$ cat config.mk
export PLATFORM = sky130hd
export DESIGN_NAME = bmp24_to_rgb565_pixel_writer
export DESIGN_NICKNAME = d
export VERILOG_FILES = /design/src/hw/rtl/bmp_pkg.sv /design/src/hw/rtl/bmp24_to_rgb565_pixel_writer.sv /design/src/hw/rtl/bmp_front.sv /design/src/hw/rtl/bmp_cmdq.sv /design/src/hw/rtl/bmp_back.sv
export SDC_FILE = /design/constraint.sdc
export NUM_CORES = 1
export LEC_CHECK = 0
export BUFFER_PORTS_ARGS = -buffer_cell sky130_fd_sc_hd__buf_2
export CAP_MARGIN = 10
export CELL_PAD_IN_SITES_DETAIL_PLACEMENT = 0
export CELL_PAD_IN_SITES_GLOBAL_PLACEMENT = 1
export CORE_ASPECT_RATIO = 0.6
export CORE_MARGIN = 2
export CORE_UTILIZATION = 48
export CTS_CLUSTER_SIZE = 30
export DETAILED_ROUTE_END_ITERATION = 7
export PLACE_DENSITY_LB_ADDON = 0.1
export RECOVER_POWER = 100
export SYNTH_ARGS = -nofsm -noshare
export SYNTH_HDL_FRONTEND = slang
export SYNTH_SLANG_ARGS = --single-unit
$ cat constraint.sdc
create_clock -name i_clk -period 6.07 [get_ports i_clk]
set_input_delay 0.607 -clock i_clk [delete_from_list [all_inputs] [get_ports i_clk]]
set_output_delay 0.607 -clock i_clk [all_outputs]
set_load 0.05 [all_outputs]
$ cat src/hw/rtl/bmp_pkg.sv
// Shared types and constants for the BMP 24-bit to RGB565 pixel writer.
// Used by every module in hw/rtl; no dependencies.
package bmp_pkg;

    localparam int MAX_DIM    = 64;
    localparam int CNT_W      = $clog2(MAX_DIM + 1);
    localparam int HDR_LEN    = 54;
    localparam int OFS_WIDTH  = 18;
    localparam int OFS_HEIGHT = 22;
    localparam int OFS_DEPTH  = 28;
    localparam int DEPTH_24   = 24;
    localparam int HCNT_W     = 6;
    localparam int ORG_W      = 6;
    localparam int COORD_W    = 7;
    localparam int COLOR_W    = 16;
    localparam int ADDR_W     = 3;
    localparam int DATA_W     = 32;

    localparam int QDEPTH = 4;
    localparam int QPTR_W = $clog2(QDEPTH);
    localparam int QCNT_W = $clog2(QDEPTH + 1);

    localparam logic [0:0] REG_ORIGIN_X = 1'b0;
    localparam logic [0:0] REG_ORIGIN_Y = 1'b1;

    typedef enum logic [1:0] {
        MODE_HEADER = 2'd0,
        MODE_PIXELS = 2'd1,
        MODE_IDLE   = 2'd2
    } t_mode;

    typedef enum logic [1:0] {
        KIND_PIXEL     = 2'd0,
        KIND_BAD_DEPTH = 2'd1,
        KIND_TOO_BIG   = 2'd2
    } t_kind;

    typedef struct packed {
        t_kind            kind;
        logic [CNT_W-1:0] col;
        logic [CNT_W-1:0] row;
        logic [7:0]       blue;
        logic [7:0]       green;
        logic [7:0]       red;
        logic             last;
    } t_cmd;

endpackage

$ cat src/hw/rtl/bmp24_to_rgb565_pixel_writer.sv
// A result word passes through the command queue and the back end's output register before it reaches the result ports.
// Throughput: one file byte per cycle while full is low; a pixel write every third pixel byte.
// The parser never stalls on its own; full rises only when the 4-deep command queue fills.
// Reset (synchronous, active low): header parsing from offset 0, queue and output emptied,
// origin registers cleared to 0.
// Top level: config registers, parser front end, command queue, output back end.
module bmp24_to_rgb565_pixel_writer (
    input  logic                        i_clk,
    input  logic                        i_rst_n,
    input  logic                        i_push,
    output logic                        o_full,
    input  logic [7:0]                  i_data_byte,
    input  logic                        i_file_start,
    input  logic                        i_pop,
    output logic                        o_empty,
    output logic [1:0]                  o_kind,
    output logic [bmp_pkg::COORD_W-1:0] o_pix_x,
    output logic [bmp_pkg::COORD_W-1:0] o_pix_y,
    output logic [bmp_pkg::COLOR_W-1:0] o_color,
    output logic                        o_last_pixel,
    input  logic                        psel,
    input  logic                        penable,
    input  logic                        pwrite,
    input  logic [bmp_pkg::ADDR_W-1:0]  paddr,
    input  logic [bmp_pkg::DATA_W-1:0]  pwdata,
    output logic [bmp_pkg::DATA_W-1:0]  prdata,
    output logic                        pready
);

    logic [bmp_pkg::ORG_W-1:0] r_origin_x, r_origin_y;
    logic                      accept;
    logic                      cmd_valid;
    bmp_pkg::t_cmd             cmd;
    bmp_pkg::t_cmd             head;
    logic                      head_valid;
    logic                      take;
    logic [0:0]                reg_idx;

    assign pready  = 1'b1;
    assign reg_idx = paddr[2:2];

    always_ff @(posedge i_clk) begin
        if (!i_rst_n) begin
            r_origin_x <= '0;
            r_origin_y <= '0;
        end else if (psel && penable && pwrite) begin
            case (reg_idx)
                bmp_pkg::REG_ORIGIN_X: r_origin_x <= pwdata[bmp_pkg::ORG_W-1:0];
                bmp_pkg::REG_ORIGIN_Y: r_origin_y <= pwdata[bmp_pkg::ORG_W-1:0];
                default: begin
                end
            endcase
        end
    end

    always_comb begin
        case (reg_idx)
            bmp_pkg::REG_ORIGIN_X: prdata = bmp_pkg::DATA_W'(r_origin_x);
            bmp_pkg::REG_ORIGIN_Y: prdata = bmp_pkg::DATA_W'(r_origin_y);
            default:               prdata = '0;
        endcase
    end

    assign accept = i_push && !o_full;

    bmp_front u_front (
        .i_clk        (i_clk),
        .i_rst_n      (i_rst_n),
        .i_valid      (accept),
        .i_data_byte  (i_data_byte),
        .i_file_start (i_file_start),
        .o_cmd_valid  (cmd_valid),
        .o_cmd        (cmd)
    );

    bmp_cmdq u_cmdq (
        .i_clk   (i_clk),
        .i_rst_n (i_rst_n),
        .i_push  (cmd_valid),
        .i_cmd   (cmd),
        .i_pop   (take),
        .o_cmd   (head),
        .o_valid (head_valid),
        .o_full  (o_full)
    );

    bmp_back u_back (
        .i_clk        (i_clk),
        .i_rst_n      (i_rst_n),
        .i_head       (head),
        .i_head_valid (head_valid),
        .o_take       (take),
        .i_origin_x   (r_origin_x),
        .i_origin_y   (r_origin_y),
        .i_pop        (i_pop),
        .o_empty      (o_empty),
        .o_kind       (o_kind),
        .o_pix_x      (o_pix_x),
        .o_pix_y      (o_pix_y),
        .o_color      (o_color),
        .o_last_pixel (o_last_pixel)
    );

endmodule

$ cat src/hw/rtl/bmp_front.sv
// Front end: header capture, image classification and pixel byte assembly.
// Depends on bmp_pkg; emits one command word per error or completed pixel.
module bmp_front (
    input  logic            i_clk,
    input  logic            i_rst_n,
    input  logic            i_valid,
    input  logic [7:0]      i_data_byte,
    input  logic            i_file_start,
    output logic            o_cmd_valid,
    output bmp_pkg::t_cmd   o_cmd
);

    bmp_pkg::t_mode                r_mode, n_mode;
    logic [bmp_pkg::HCNT_W-1:0]    r_hcnt, n_hcnt;
    logic [31:0]                   r_width, n_width;
    logic [31:0]                   r_height, n_height;
    logic [15:0]                   r_depth, n_depth;
    logic [bmp_pkg::CNT_W-1:0]     r_col, n_col;
    logic [bmp_pkg::CNT_W-1:0]     r_row, n_row;
    logic [1:0]                    r_phase, n_phase;
    logic [15:0]                   r_hold, n_hold;

    always_ff @(posedge i_clk) begin
        if (!i_rst_n) begin
            r_mode <= bmp_pkg::MODE_HEADER;
        end else begin
            r_mode <= n_mode;
        end
    end

    always_ff @(posedge i_clk) begin
        if (!i_rst_n) begin
            r_hcnt   <= '0;
            r_width  <= '0;
            r_height <= '0;
            r_depth  <= '0;
            r_col    <= '0;
            r_row    <= '0;
            r_phase  <= '0;
        end else begin
            r_hcnt   <= n_hcnt;
            r_width  <= n_width;
            r_height <= n_height;
            r_depth  <= n_depth;
            r_col    <= n_col;
            r_row    <= n_row;
            r_phase  <= n_phase;
        end
        r_hold <= n_hold;
    end

    always_comb begin
        logic [1:0]                sel;
        logic [bmp_pkg::CNT_W:0]   col_inc;
        logic                      row_end;
        logic                      too_big;
        logic                      not_pos;

        n_mode      = r_mode;
        n_hcnt      = r_hcnt;
        n_width     = r_width;
        n_height    = r_height;
        n_depth     = r_depth;
        n_col       = r_col;
        n_row       = r_row;
        n_phase     = r_phase;
        n_hold      = r_hold;
        o_cmd_valid = 1'b0;
        o_cmd       = '0;
        sel         = '0;
        col_inc     = '0;
        row_end     = 1'b0;
        too_big     = 1'b0;
        not_pos     = 1'b0;

        if (i_valid) begin
            if (i_file_start) begin
                n_mode   = bmp_pkg::MODE_HEADER;
                n_hcnt   = '0;
                n_width  = '0;
                n_height = '0;
                n_depth  = '0;
                n_col    = '0;
                n_row    = '0;
                n_phase  = '0;
                n_hold   = '0;
            end

            case (n_mode)
                bmp_pkg::MODE_HEADER: begin
                    if (n_hcnt >= bmp_pkg::HCNT_W'(bmp_pkg::OFS_WIDTH) &&
                        n_hcnt <  bmp_pkg::HCNT_W'(bmp_pkg::OFS_WIDTH + 4)) begin
                        sel = 2'(n_hcnt - bmp_pkg::HCNT_W'(bmp_pkg::OFS_WIDTH));
                        n_width[{sel, 3'b000} +: 8] = i_data_byte;
                    end else if (n_hcnt >= bmp_pkg::HCNT_W'(bmp_pkg::OFS_HEIGHT) &&
                                 n_hcnt <  bmp_pkg::HCNT_W'(bmp_pkg::OFS_HEIGHT + 4)) begin
                        sel = 2'(n_hcnt - bmp_pkg::HCNT_W'(bmp_pkg::OFS_HEIGHT));
                        n_height[{sel, 3'b000} +: 8] = i_data_byte;
                    end else if (n_hcnt >= bmp_pkg::HCNT_W'(bmp_pkg::OFS_DEPTH) &&
                                 n_hcnt <  bmp_pkg::HCNT_W'(bmp_pkg::OFS_DEPTH + 2)) begin
                        sel = 2'(n_hcnt - bmp_pkg::HCNT_W'(bmp_pkg::OFS_DEPTH));
                        n_depth[{sel[0], 3'b000} +: 8] = i_data_byte;
                    end

                    if (n_hcnt == bmp_pkg::HCNT_W'(bmp_pkg::HDR_LEN - 1)) begin
                        n_hcnt  = '0;
                        n_mode  = bmp_pkg::MODE_IDLE;
                        too_big = (!n_width[31] && n_width > 32'(bmp_pkg::MAX_DIM)) ||
                                  (!n_height[31] && n_height > 32'(bmp_pkg::MAX_DIM));
                        not_pos = n_width == '0 || n_width[31] ||
                                  n_height == '0 || n_height[31];
                        if (n_depth != 16'(bmp_pkg::DEPTH_24)) begin
                            o_cmd_valid = 1'b1;
                            o_cmd.kind  = bmp_pkg::KIND_BAD_DEPTH;
                        end else if (too_big) begin
                            o_cmd_valid = 1'b1;
                            o_cmd.kind  = bmp_pkg::KIND_TOO_BIG;
                        end else if (!not_pos) begin
                            n_mode  = bmp_pkg::MODE_PIXELS;
                            n_row   = bmp_pkg::CNT_W'(n_height - 32'd1);
                            n_col   = '0;
                            n_phase = '0;
                            n_hold  = '0;
                        end
                    end else begin
                        n_hcnt = n_hcnt + 1'b1;
                    end
                end
                bmp_pkg::MODE_PIXELS: begin
                    case (n_phase)
                        2'd0: begin
                            n_hold  = {i_data_byte, 8'h00};
                            n_phase = 2'd1;
                        end
                        2'd1: begin
                            n_hold[7:0] = i_data_byte;
                            n_phase     = 2'd2;
                        end
                        default: begin
                            col_inc = {1'b0, n_col} + 1'b1;
                            row_end = col_inc >= {1'b0, n_width[bmp_pkg::CNT_W-1:0]};
                            o_cmd_valid = 1'b1;
                            o_cmd.kind  = bmp_pkg::KIND_PIXEL;
                            o_cmd.col   = n_col;
                            o_cmd.row   = n_row;
                            o_cmd.blue  = n_hold[15:8];
                            o_cmd.green = n_hold[7:0];
                            o_cmd.red   = i_data_byte;
                            o_cmd.last  = row_end && n_row == '0;
                            n_phase     = 2'd0;
                            if (row_end) begin
                                n_col = '0;
                                if (n_row == '0) begin
                                    n_mode = bmp_pkg::MODE_IDLE;
                                end else begin
                                    n_row = n_row - 1'b1;
                                end
                            end else begin
                                n_col = col_inc[bmp_pkg::CNT_W-1:0];
                            end
                        end
                    endcase
                end
                default: begin
                end
            endcase
        end
    end

endmodule

$ cat src/hw/rtl/bmp_cmdq.sv
// Short command queue between the parser front end and the output back end.
// Depends on bmp_pkg for the command word type and depth.
module bmp_cmdq (
    input  logic            i_clk,
    input  logic            i_rst_n,
    input  logic            i_push,
    input  bmp_pkg::t_cmd   i_cmd,
    input  logic            i_pop,
    output bmp_pkg::t_cmd   o_cmd,
    output logic            o_valid,
    output logic            o_full
);

    bmp_pkg::t_cmd               r_mem [bmp_pkg::QDEPTH];
    logic [bmp_pkg::QPTR_W-1:0]  r_wptr, r_rptr;
    logic [bmp_pkg::QCNT_W-1:0]  r_count;

    assign o_full  = r_count == bmp_pkg::QCNT_W'(bmp_pkg::QDEPTH);
    assign o_valid = r_count != '0;
    assign o_cmd   = r_mem[r_rptr];

    always_ff @(posedge i_clk) begin
        if (i_push) begin
            r_mem[r_wptr] <= i_cmd;
        end
    end

    always_ff @(posedge i_clk) begin
        if (!i_rst_n) begin
            r_wptr  <= '0;
            r_rptr  <= '0;
            r_count <= '0;
        end else begin
            if (i_push) begin
                r_wptr <= r_wptr + 1'b1;
            end
            if (i_pop) begin
                r_rptr <= r_rptr + 1'b1;
            end
            case ({i_push, i_pop})
                2'b10:   r_count <= r_count + 1'b1;
                2'b01:   r_count <= r_count - 1'b1;
                default: r_count <= r_count;
            endcase
        end
    end

    a_count_bound: assert property (@(posedge i_clk) disable iff (!i_rst_n)
        r_count <= bmp_pkg::QCNT_W'(bmp_pkg::QDEPTH))
        else $error("queue count beyond depth");

    a_no_push_full: assert property (@(posedge i_clk) disable iff (!i_rst_n)
        o_full |-> !i_push)
        else $error("push into full queue");

    a_no_pop_empty: assert property (@(posedge i_clk) disable iff (!i_rst_n)
        !o_valid |-> !i_pop)
        else $error("pop from empty queue");

    a_count_up: assert property (@(posedge i_clk) disable iff (!i_rst_n)
        (i_push && !i_pop) |=> r_count == bmp_pkg::QCNT_W'($past(r_count) + 1'b1))
        else $error("queue count not advanced on push");

endmodule

$ cat src/hw/rtl/bmp_back.sv
// Back end: packs color to 565, adds the origin and holds the result word.
// Depends on bmp_pkg; drains the command queue one word per cycle while the output is empty or popped.
module bmp_back (
    input  logic                        i_clk,
    input  logic                        i_rst_n,
    input  bmp_pkg::t_cmd               i_head,
    input  logic                        i_head_valid,
    output logic                        o_take,
    input  logic [bmp_pkg::ORG_W-1:0]   i_origin_x,
    input  logic [bmp_pkg::ORG_W-1:0]   i_origin_y,
    input  logic                        i_pop,
    output logic                        o_empty,
    output logic [1:0]                  o_kind,
    output logic [bmp_pkg::COORD_W-1:0] o_pix_x,
    output logic [bmp_pkg::COORD_W-1:0] o_pix_y,
    output logic [bmp_pkg::COLOR_W-1:0] o_color,
    output logic                        o_last_pixel
);

    logic                          r_valid;
    logic [1:0]                    r_kind;
    logic [bmp_pkg::COORD_W-1:0]   r_x, n_x;
    logic [bmp_pkg::COORD_W-1:0]   r_y, n_y;
    logic [bmp_pkg::COLOR_W-1:0]   r_color, n_color;
    logic                          r_last, n_last;

    assign o_take = i_head_valid && (!r_valid || i_pop);

    always_comb begin
        if (i_head.kind == bmp_pkg::KIND_PIXEL) begin
            n_x     = bmp_pkg::COORD_W'(i_origin_x) + bmp_pkg::COORD_W'(i_head.col);
            n_y     = bmp_pkg::COORD_W'(i_origin_y) + bmp_pkg::COORD_W'(i_head.row);
            n_color = {i_head.blue[7:3], i_head.green[7:2], i_head.red[7:3]};
            n_last  = i_head.last;
        end else begin
            n_x     = '0;
            n_y     = '0;
            n_color = '0;
            n_last  = 1'b0;
        end
    end

    always_ff @(posedge i_clk) begin
        if (!i_rst_n) begin
            r_valid <= 1'b0;
        end else if (o_take) begin
            r_valid <= 1'b1;
        end else if (i_pop) begin
            r_valid <= 1'b0;
        end
    end

    always_ff @(posedge i_clk) begin
        if (o_take) begin
            r_kind  <= i_head.kind;
            r_x     <= n_x;
            r_y     <= n_y;
            r_color <= n_color;
            r_last  <= n_last;
        end
    end

    assign o_empty      = !r_valid;
    assign o_kind       = r_kind;
    assign o_pix_x      = r_x;
    assign o_pix_y      = r_y;
    assign o_color      = r_color;
    assign o_last_pixel = r_last;

endmodule

==> results.md, run 1 <==
- RR Endpoint: u_front.r_hold[4]$_DFFE_PP_
- Post-synthesis compound-gate area fraction: 12.7%
- Data arrival time of the critical path: 5.48 ns
- Post-synth EDFFs: 176
- Worst EP required: 6.39 ns
- FMAX: 194 MHz
- Commonest non-fill, non-tap cell in the layout: nor2_1
- Max Cap Viol: 5
- Top cell type's share of synthesized area: 36.3%
- CP max stage delay: 0.83 ns
- Die area: 31,800 sq um
- Fin crit period: 5.15 ns
- Slowest stage cell, crit path: nand4_1
- Synth Flop Type: edfxtp_1
- Largest area contributor in the netlist: edfxtp_1
- Post-Synth Simple-Gate Area: 16.7%
- Row count: 49
- Via/cell ratio: 5.96
- Reg-to-reg critical path startpoint: u_front.r_hcnt[0]$_SDFFE_PN0P_
- Clock-pin slew on the worst setup and hold paths: 0.07 ns
- DPL Wire Length: 25,400 um
- GPL Wtd Cong: 0.870
- Initial antenna violation count: 0
- Share of post-route cells with drive strength above 1: 9.81%
- Syn avg cell area: 10.9 sq um
- Final Max Slew Viols: 213
- Crit. End Element: flop
- TritonCTS Buffers: 29
- Crit Path Class: in2reg
- Hold path depth: 3
- Pre-CTS WS: 0.918 ns
- CTS Sinks: 302
- Slew headroom: -103%
- Vias in the first global route: 9,967
- RSZ-0062 raised after global routing: no
- Bufs on Longest Clock Path: 3
- Ys Warns: 0
- Die Ht: 139 um
- Pre-Repair DR Iteration Count: 6
- Global-route wire length before repair: 58,900 um
- P per Cell Area: 335 nW/um^2
- GRT Residual Overflow: 0
- Sequential fraction of the synthesis area: 53.7%
- R2R Setup Slk: 1.00 ns
- Reg2reg path depth: 13
- Period utilization: 84.9%
- Setup Viol. Count Final: 0
- Pin count of the biggest net entering global routing: 62
- Top Ports: 119
- Pint: 3.57 mW
- Fin. Hold Viols: 0
- Flops & latches, synth: 302
- Net Sw Power: 1.76 mW
- CP cell instances: buf_2 > clkinv_1 > nand2_1 > ha_1 > buf_4 > nand3_1 > nor2_1 > a22oi_1 > ha_1 > and2_0 > nor2_1 > o31ai_1 > nand4_1 > nand2b_1 > a221o_1
- Status: finished, violations left
- # port buffers: 63
- Combinational power share: 20.6%
- Final wirelength: 37,800 um
- Iter 0 DRT Violations: 1,049
- Failing checks: max-capacitance violations, max-slew violations
- Skew-Pair Late Insertion Delay: 0.57 ns
- Cells after synthesis: 1,330
- Multiplexer area fraction after synthesis: 7.37%
- CP max FO: 18
- Type of origin of the critical path: input pin
- Ant diodes: 0
- Leak pwr: 5.38 nW
- Peak supply drop: 0.000330 V
- Final TNS setup: 0 ns
- Die Wd: 229 um
- Hold endpoint: r_origin_y[2]$_SDFFE_PN0P_
- Post-synthesis adder-cell area fraction: 3.34%
- Ys async rst share: 0%
- Worst Hold Class: in2reg
- Post-cts sizing count: 0
- Net Sw Frac: 33.0%
- CTS tree: done
- Hold buffers post-CTS: 0
- Setup Buffers After CTS: 0
- Most frequent cells in the layout: nor2_1, edfxtp_1, dfxtp_1
- Starting Density: 48.7%
- Core ar.: 29,900 sq um
- P&R area growth vs syn: 9.51%
- Multi-input gate area: 6120 sq um
- Clk network pwr share: 34.0%
- Via count: 10,700
- Routed Antenna Nets: 0
- Worst slew pin tran: 3.05 ns
- CTS HTree Levels: 1
- Root buf cell: clkbuf_16
- Largest family of logic cells by synthesized area: simple AND/OR/NAND/NOR gates
- Synth area leaders: edfxtp_1, dfxtp_1, mux4_2
- Worst Skew: 0.0163 ns
- GRT Resource Usage Total: 23.6%
- Cell variety after synth: 82
- Fillers: 2,671
- XOR/XNOR Fraction of Synth Area: 1.44%
- Routed WL per cell: 21.1 um
- Worst hold start: pwdata[2]
- Final WS setup: 0.915 ns
- DRC Markers: 0
- Sequential Area: 7810 sq um
- Post-Synthesis Cell Area: 14,500 sq um
- Seq pwr share: 45.4%
- Final #Nets: 1,451
-- worst max-delay path: cells and delay by family --
family                     cells  cell delay [ns]
AOI/OAI and AO/OA              3             1.16
and+or+nand+nor                7             2.31
adders and majority gates      2             0.49
buffers and inverters          3             0.86
-- final cells by class --
cell class,count,share of cell area [%]
clock buffers,32,4.63
clock inverters,22,1.24
inverters,34,0.809
multi-input cells,906,38.4
flip-flops and latches,302,49.0
well taps,408,3.20
repair buffers,90,2.67
-- routing by layer --
metal,share of wire (%),vias up,GRT usage [%]
li1,-,4977,-
met1,50,5252,39.1
met2,39,423,31.1
met3,8.8,43,5.06
met4,1.4,0,4.23
met5,0,-,0
-- registers in the layout (all words and copies together) (netlist names), 11 cells and up, named ones only --
signal / flops
u_back.o_color: 16
u_cmdq.r_mem: 132
u_front.r_depth: 16
u_front.r_height: 32
u_front.r_hold: 11
u_front.r_width: 32
-- worst max-delay path by stage --
stage	startpoint	endpoint	cells after the start
floorplan	i_file_start	u_cmdq.r_count[2]$_SDFFE_PN0P_	22
global placement	i_file_start	u_cmdq.r_count[2]$_SDFFE_PN0P_	21
detailed placement	i_file_start	u_cmdq.r_count[2]$_SDFFE_PN0P_	21
CTS	i_file_start	u_cmdq.r_count[2]$_SDFFE_PN0P_	21
global route	i_file_start	u_front.r_col[3]$_SDFFE_PN0P_	16
finish	i_file_start	u_front.r_hold[4]$_DFFE_PP_	15
-- Yosys cell counts (33+ instances only) --
cell and count:
edfxtp_1 176, ha_1 34, o21ai_0 34, a21oi_1 41, nand2_1 80, dfxtp_1 126
clkbuf_1 68, nor2_1 186, mux4_2 33, a22oi_1 73, and3_1 42, nand3_1 35
-- power groups by stage --
stage,Combinational (mW),Sequential [mW],Clock [mW]
6_report,1.10,2.42,1.81
5_1_grt,1.17,2.45,1.93
4_1_cts,1.14,2.42,1.85
3_5_place_dp,1.14,2.46,0
3_3_place_gp,1.14,2.46,0
2_1_floorplan,0.491,2.83,0
-- kinds of logic (layout without fill, tap and decap cells) --
| kind of cell | after synthesis | after routing |
|---|---|---|
| AND/OR/NAND/NOR | 490 | 490 |
| flip-flops | 302 | 302 |
| AO/OA/AOI/OAI | 264 | 264 |
| buffers and inverters | 147 | 178 |
| multiplexers | 65 | 65 |
| adder cells (fa/ha/maj) | 37 | 37 |
| XOR/XNOR | 23 | 23 |
| other | 2 | 27 |
-- stage by stage --
step	std cells	hold slack (ns)	util, %	total power, mW	area, sq um
4_1_cts	1794	0.277	53.8	5.41	16100
3_5_place_dp	1740	0.450	50.7	3.60	15100
6_report	1794	0.292	53.4	5.34	15900
2_1_floorplan	1355	0.427	-	3.32	14600
3_3_place_gp	1740	0.436	50.7	3.59	15100
5_1_grt	1794	0.312	53.4	5.54	15900
Note: power is estimated with default switching activity, not from simulation.
==> run 2, diff against run 1 <==
Clock period 6.07 ns to 5.4 ns, I/O delays scaled along.
==> run 2 against run 1 <==
Net effect:
- the flow still finishes with violations (max-capacitance violations, max-slew violations)
- sequential share of layout area down 0.44 points
- register-to-register slack worse by 0.32 ns
- utilization up 0.49 points
- clock skew up 0.0053 ns
- count of clock-buffer cells in the layout down 2
==> results.md, run 2 (synthesized netlist as in run 1, its figures left out) <==
- Util after Layout: 53.8% (was 53.4%)
- CTS tree: done (unchanged)
- Cell family with most CP delay: compound AO/OA/AOI/OAI gates (was simple AND/OR/NAND/NOR gates)
- Reg-to-reg critical path startpoint: u_front.r_hcnt[4]$_SDFFE_PN0P_ (was u_front.r_hcnt[0]$_SDFFE_PN0P_)
- GPL Wtd Cong: 0.893 (was 0.870)
- RSZ-0062 raised after global routing: no (unchanged)
- Global-route wire length before repair: 59,400 um (was 58,900 um)
- Worst Skew: 0.0216 ns (was 0.0163 ns)
- Hold buffers post-CTS: 0 (unchanged)
- Failing checks: max-capacitance violations, max-slew violations (unchanged)
- CTS HTree Levels: 1 (unchanged)
- Final wirelength: 38,600 um (was 37,800 um)
- Pin count of the biggest net entering global routing: 72 (was 62)
- Post-cts sizing count: 0 (unchanged)
- Slowest stage cell, crit path: nor3b_4 (was nand4_1)
- Buf/Inv on CP: 2 (was 3)
- Pre-Repair DR Iteration Count: 5 (was 6)
- Max reg flops: 132 (unchanged)
- P&R area growth vs syn: 10.5% (was 9.51%)
- Final #Nets: 1,459 (was 1,451)
- DRC Markers: 0 (unchanged)
- Max Cap Viol: 3 (was 5)
- Row count: 49 (unchanged)
- Die area: 31,800 sq um (unchanged)
- Crit. Startpoint: u_front.r_hcnt[4]$_SDFFE_PN0P_ (was i_file_start)
- Skew-Pair Late Insertion Delay: 0.57 ns (about the same)
- Net Sw Power: 2.01 mW (was 1.76 mW)
- Type of origin of the critical path: flop (was input pin)
- GRT Residual Overflow: 0 (unchanged)
- Seq pwr share: 44.6% (was 45.4%)
- Share of post-route cells with drive strength above 1: 11.0% (was 9.81%)
- Final TNS setup: 0 ns (unchanged)
- Top flop regs: u_cmdq.r_mem x132, u_front.r_height x32, u_front.r_width x32 (unchanged)
- P per Cell Area: 382 nW/um^2 (was 335 nW/um^2)
- TritonCTS Buffers: 29 (unchanged)
- Routed Antenna Nets: 0 (unchanged)
- CTS Sinks: 302 (unchanged)
- Net Sw Frac: 32.7% (was 33.0%)
- Core ar.: 29,900 sq um (unchanged)
- Setup Buffers After CTS: 0 (unchanged)
- Pint: 4.13 mW (was 3.57 mW)
- Top Ports: 119 (unchanged)
- Clk network pwr share: 35.3% (was 34.0%)
- Status: finished, violations left (unchanged)
- Iter 0 DRT Violations: 1,155 (was 1,049)
- Most frequent cells in the layout: nor2_1, edfxtp_1, dfxtp_1 (unchanged)
- Initial antenna violation count: 0 (unchanged)
- Clock-pin slew on the worst setup and hold paths: 0.07 ns (about the same)
- Die Wd: 229 um (unchanged)
- Data arrival time of the critical path: 5.19 ns (was 5.48 ns)
- Fin crit period: 4.72 ns
- DPL Wire Length: 26,200 um (was 25,400 um)
- GRT Resource Usage Total: 23.9% (was 23.6%)
- Ant diodes: 0 (unchanged)
- CP max FO: 9 (was 18)
- Peak supply drop: 0.000309 V (was 0.000330 V)
- Slew headroom: -81.5% (was -103%)
- Root buf cell: clkbuf_16 (unchanged)
- Die Ht: 139 um (unchanged)
- FMAX: 212 MHz
- Crit. End Element: flop (unchanged)
- CP cell instances: nor3b_4 > o21a_1 > a21oi_1 > a22oi_1 > ha_1 > and2_0 > nor2_1 > o31ai_1 > and3_1 > nor2_1 > inv_1 > ha_1 > inv_1 > fa_1 > xor2_1 > or3_1 > a21oi_1 (was buf_2 > clkinv_1 > nand2_1 > ha_1 > buf_4 > nand3_1 > nor2_1 > a22oi_1 > ha_1 > and2_0 > nor2_1 > o31ai_1 > nand4_1 > nand2b_1 > a221o_1)
- Starting Density: 48.7% (unchanged)
- Vias in the first global route: 10,000 (was 9,967)
- Combinational power share: 20.1% (was 20.6%)
- Via count: 10,700 (about the same)
- Via/cell ratio: 5.97 (was 5.96)
- Setup Viol. Count Final: 0 (unchanged)
- Fin. Hold Viols: 0 (unchanged)
- Worst slew pin tran: 2.71 ns (was 3.05 ns)
- Worst hold start: pwdata[5] (was pwdata[2])
- Final Max Slew Viols: 141 (was 213)
- CP max stage delay: 0.53 ns (was 0.83 ns)
- # port buffers: 63 (unchanged)
- Biggest register: u_cmdq.r_mem (unchanged)
- Period utilization: 87.5%
- Bufs on Longest Clock Path: 3 (unchanged)
- Routed WL per cell: 21.4 um (was 21.1 um)
- Crit Path Class: reg2reg (was in2reg)
- Worst Hold Class: in2reg (unchanged)
- Leak pwr: 5.44 nW (was 5.38 nW)
- Worst EP required: 5.87 ns (was 6.39 ns)
- Commonest non-fill, non-tap cell in the layout: nor2_1 (unchanged)
[run 2: final timing paths]
check / to / slack, ns / cells after the start
max: u_cmdq.r_count[2]$_SDFFE_PN0P_ / 0.68 / 17
min: r_origin_y[5]$_SDFFE_PN0P_ / 0.24 / 3
max reg2reg: u_cmdq.r_count[2]$_SDFFE_PN0P_ / 0.68 / 17
min reg2reg: u_front.r_depth[14]$_SDFFE_PN0P_ / 0.46 / 2
[run 2: area by class of cell]
cell class | count | area [sq um]
tap | 408 | 510
multi-input combinational | 906 | 6130
fill | 2646 | 13800
inverter | 34 | 129
sequential | 302 | 7810
clock inverter | 23 | 279
clock buffer | 30 | 729
timing repair buffer | 98 | 490
[run 2: through the flow]
| stage | area [sq um] | hold WS, ns | setup slack [ns] | cells | power [mW] |
|---|---|---|---|---|---|
| final | 16100 | 0.238 | 0.675 | 1801 | 6.14 |
| after global routing | 16100 | 0.231 | 0.345 | 1801 | 6.37 |
| after CTS | 16200 | 0.216 | 0.994 | 1801 | 6.22 |
| after detailed placement | 15200 | 0.451 | 0.611 | 1748 | 4.05 |
| after global placement | 15200 | 0.444 | 0.679 | 1748 | 4.05 |
| after floorplan | 14600 | 0.427 | 0.900 | 1355 | 3.74 |
[run 2: worst reg2reg max path: cells and delay by family, from the launching register on]
kind                       cells  cell delay (ns)
AOI/OAI and AO/OA              5             1.65
xor gates and xnor gates       1             0.16
adders and majority gates      3             0.79
buffers and inverters          2             0.13
DFF                            1             0.45
and+or+nand+nor                6             1.46
[run 2: routing by layer]
metal | GRT usage [%] | share of wire, % | wire, um | up-vias
met1 | 40.8 | 52 | 20000 | 5360
met3 | 4.77 | 8.1 | 3130 | 33
met5 | 0 | 0 | 0 | -
met4 | 3.34 | 1.0 | 395 | 0
met2 | 31.0 | 39 | 15000 | 361
li1 | - | - | - | 4989
[run 2: power by group through the flow]
stage,Sequential (mW),Combinational [mW],Clock [mW]
global placement,2.78,1.27,0
finish,2.74,1.24,2.17
global route,2.76,1.31,2.30
detailed placement,2.78,1.28,0
CTS,2.73,1.28,2.21
floorplan,3.18,0.552,0
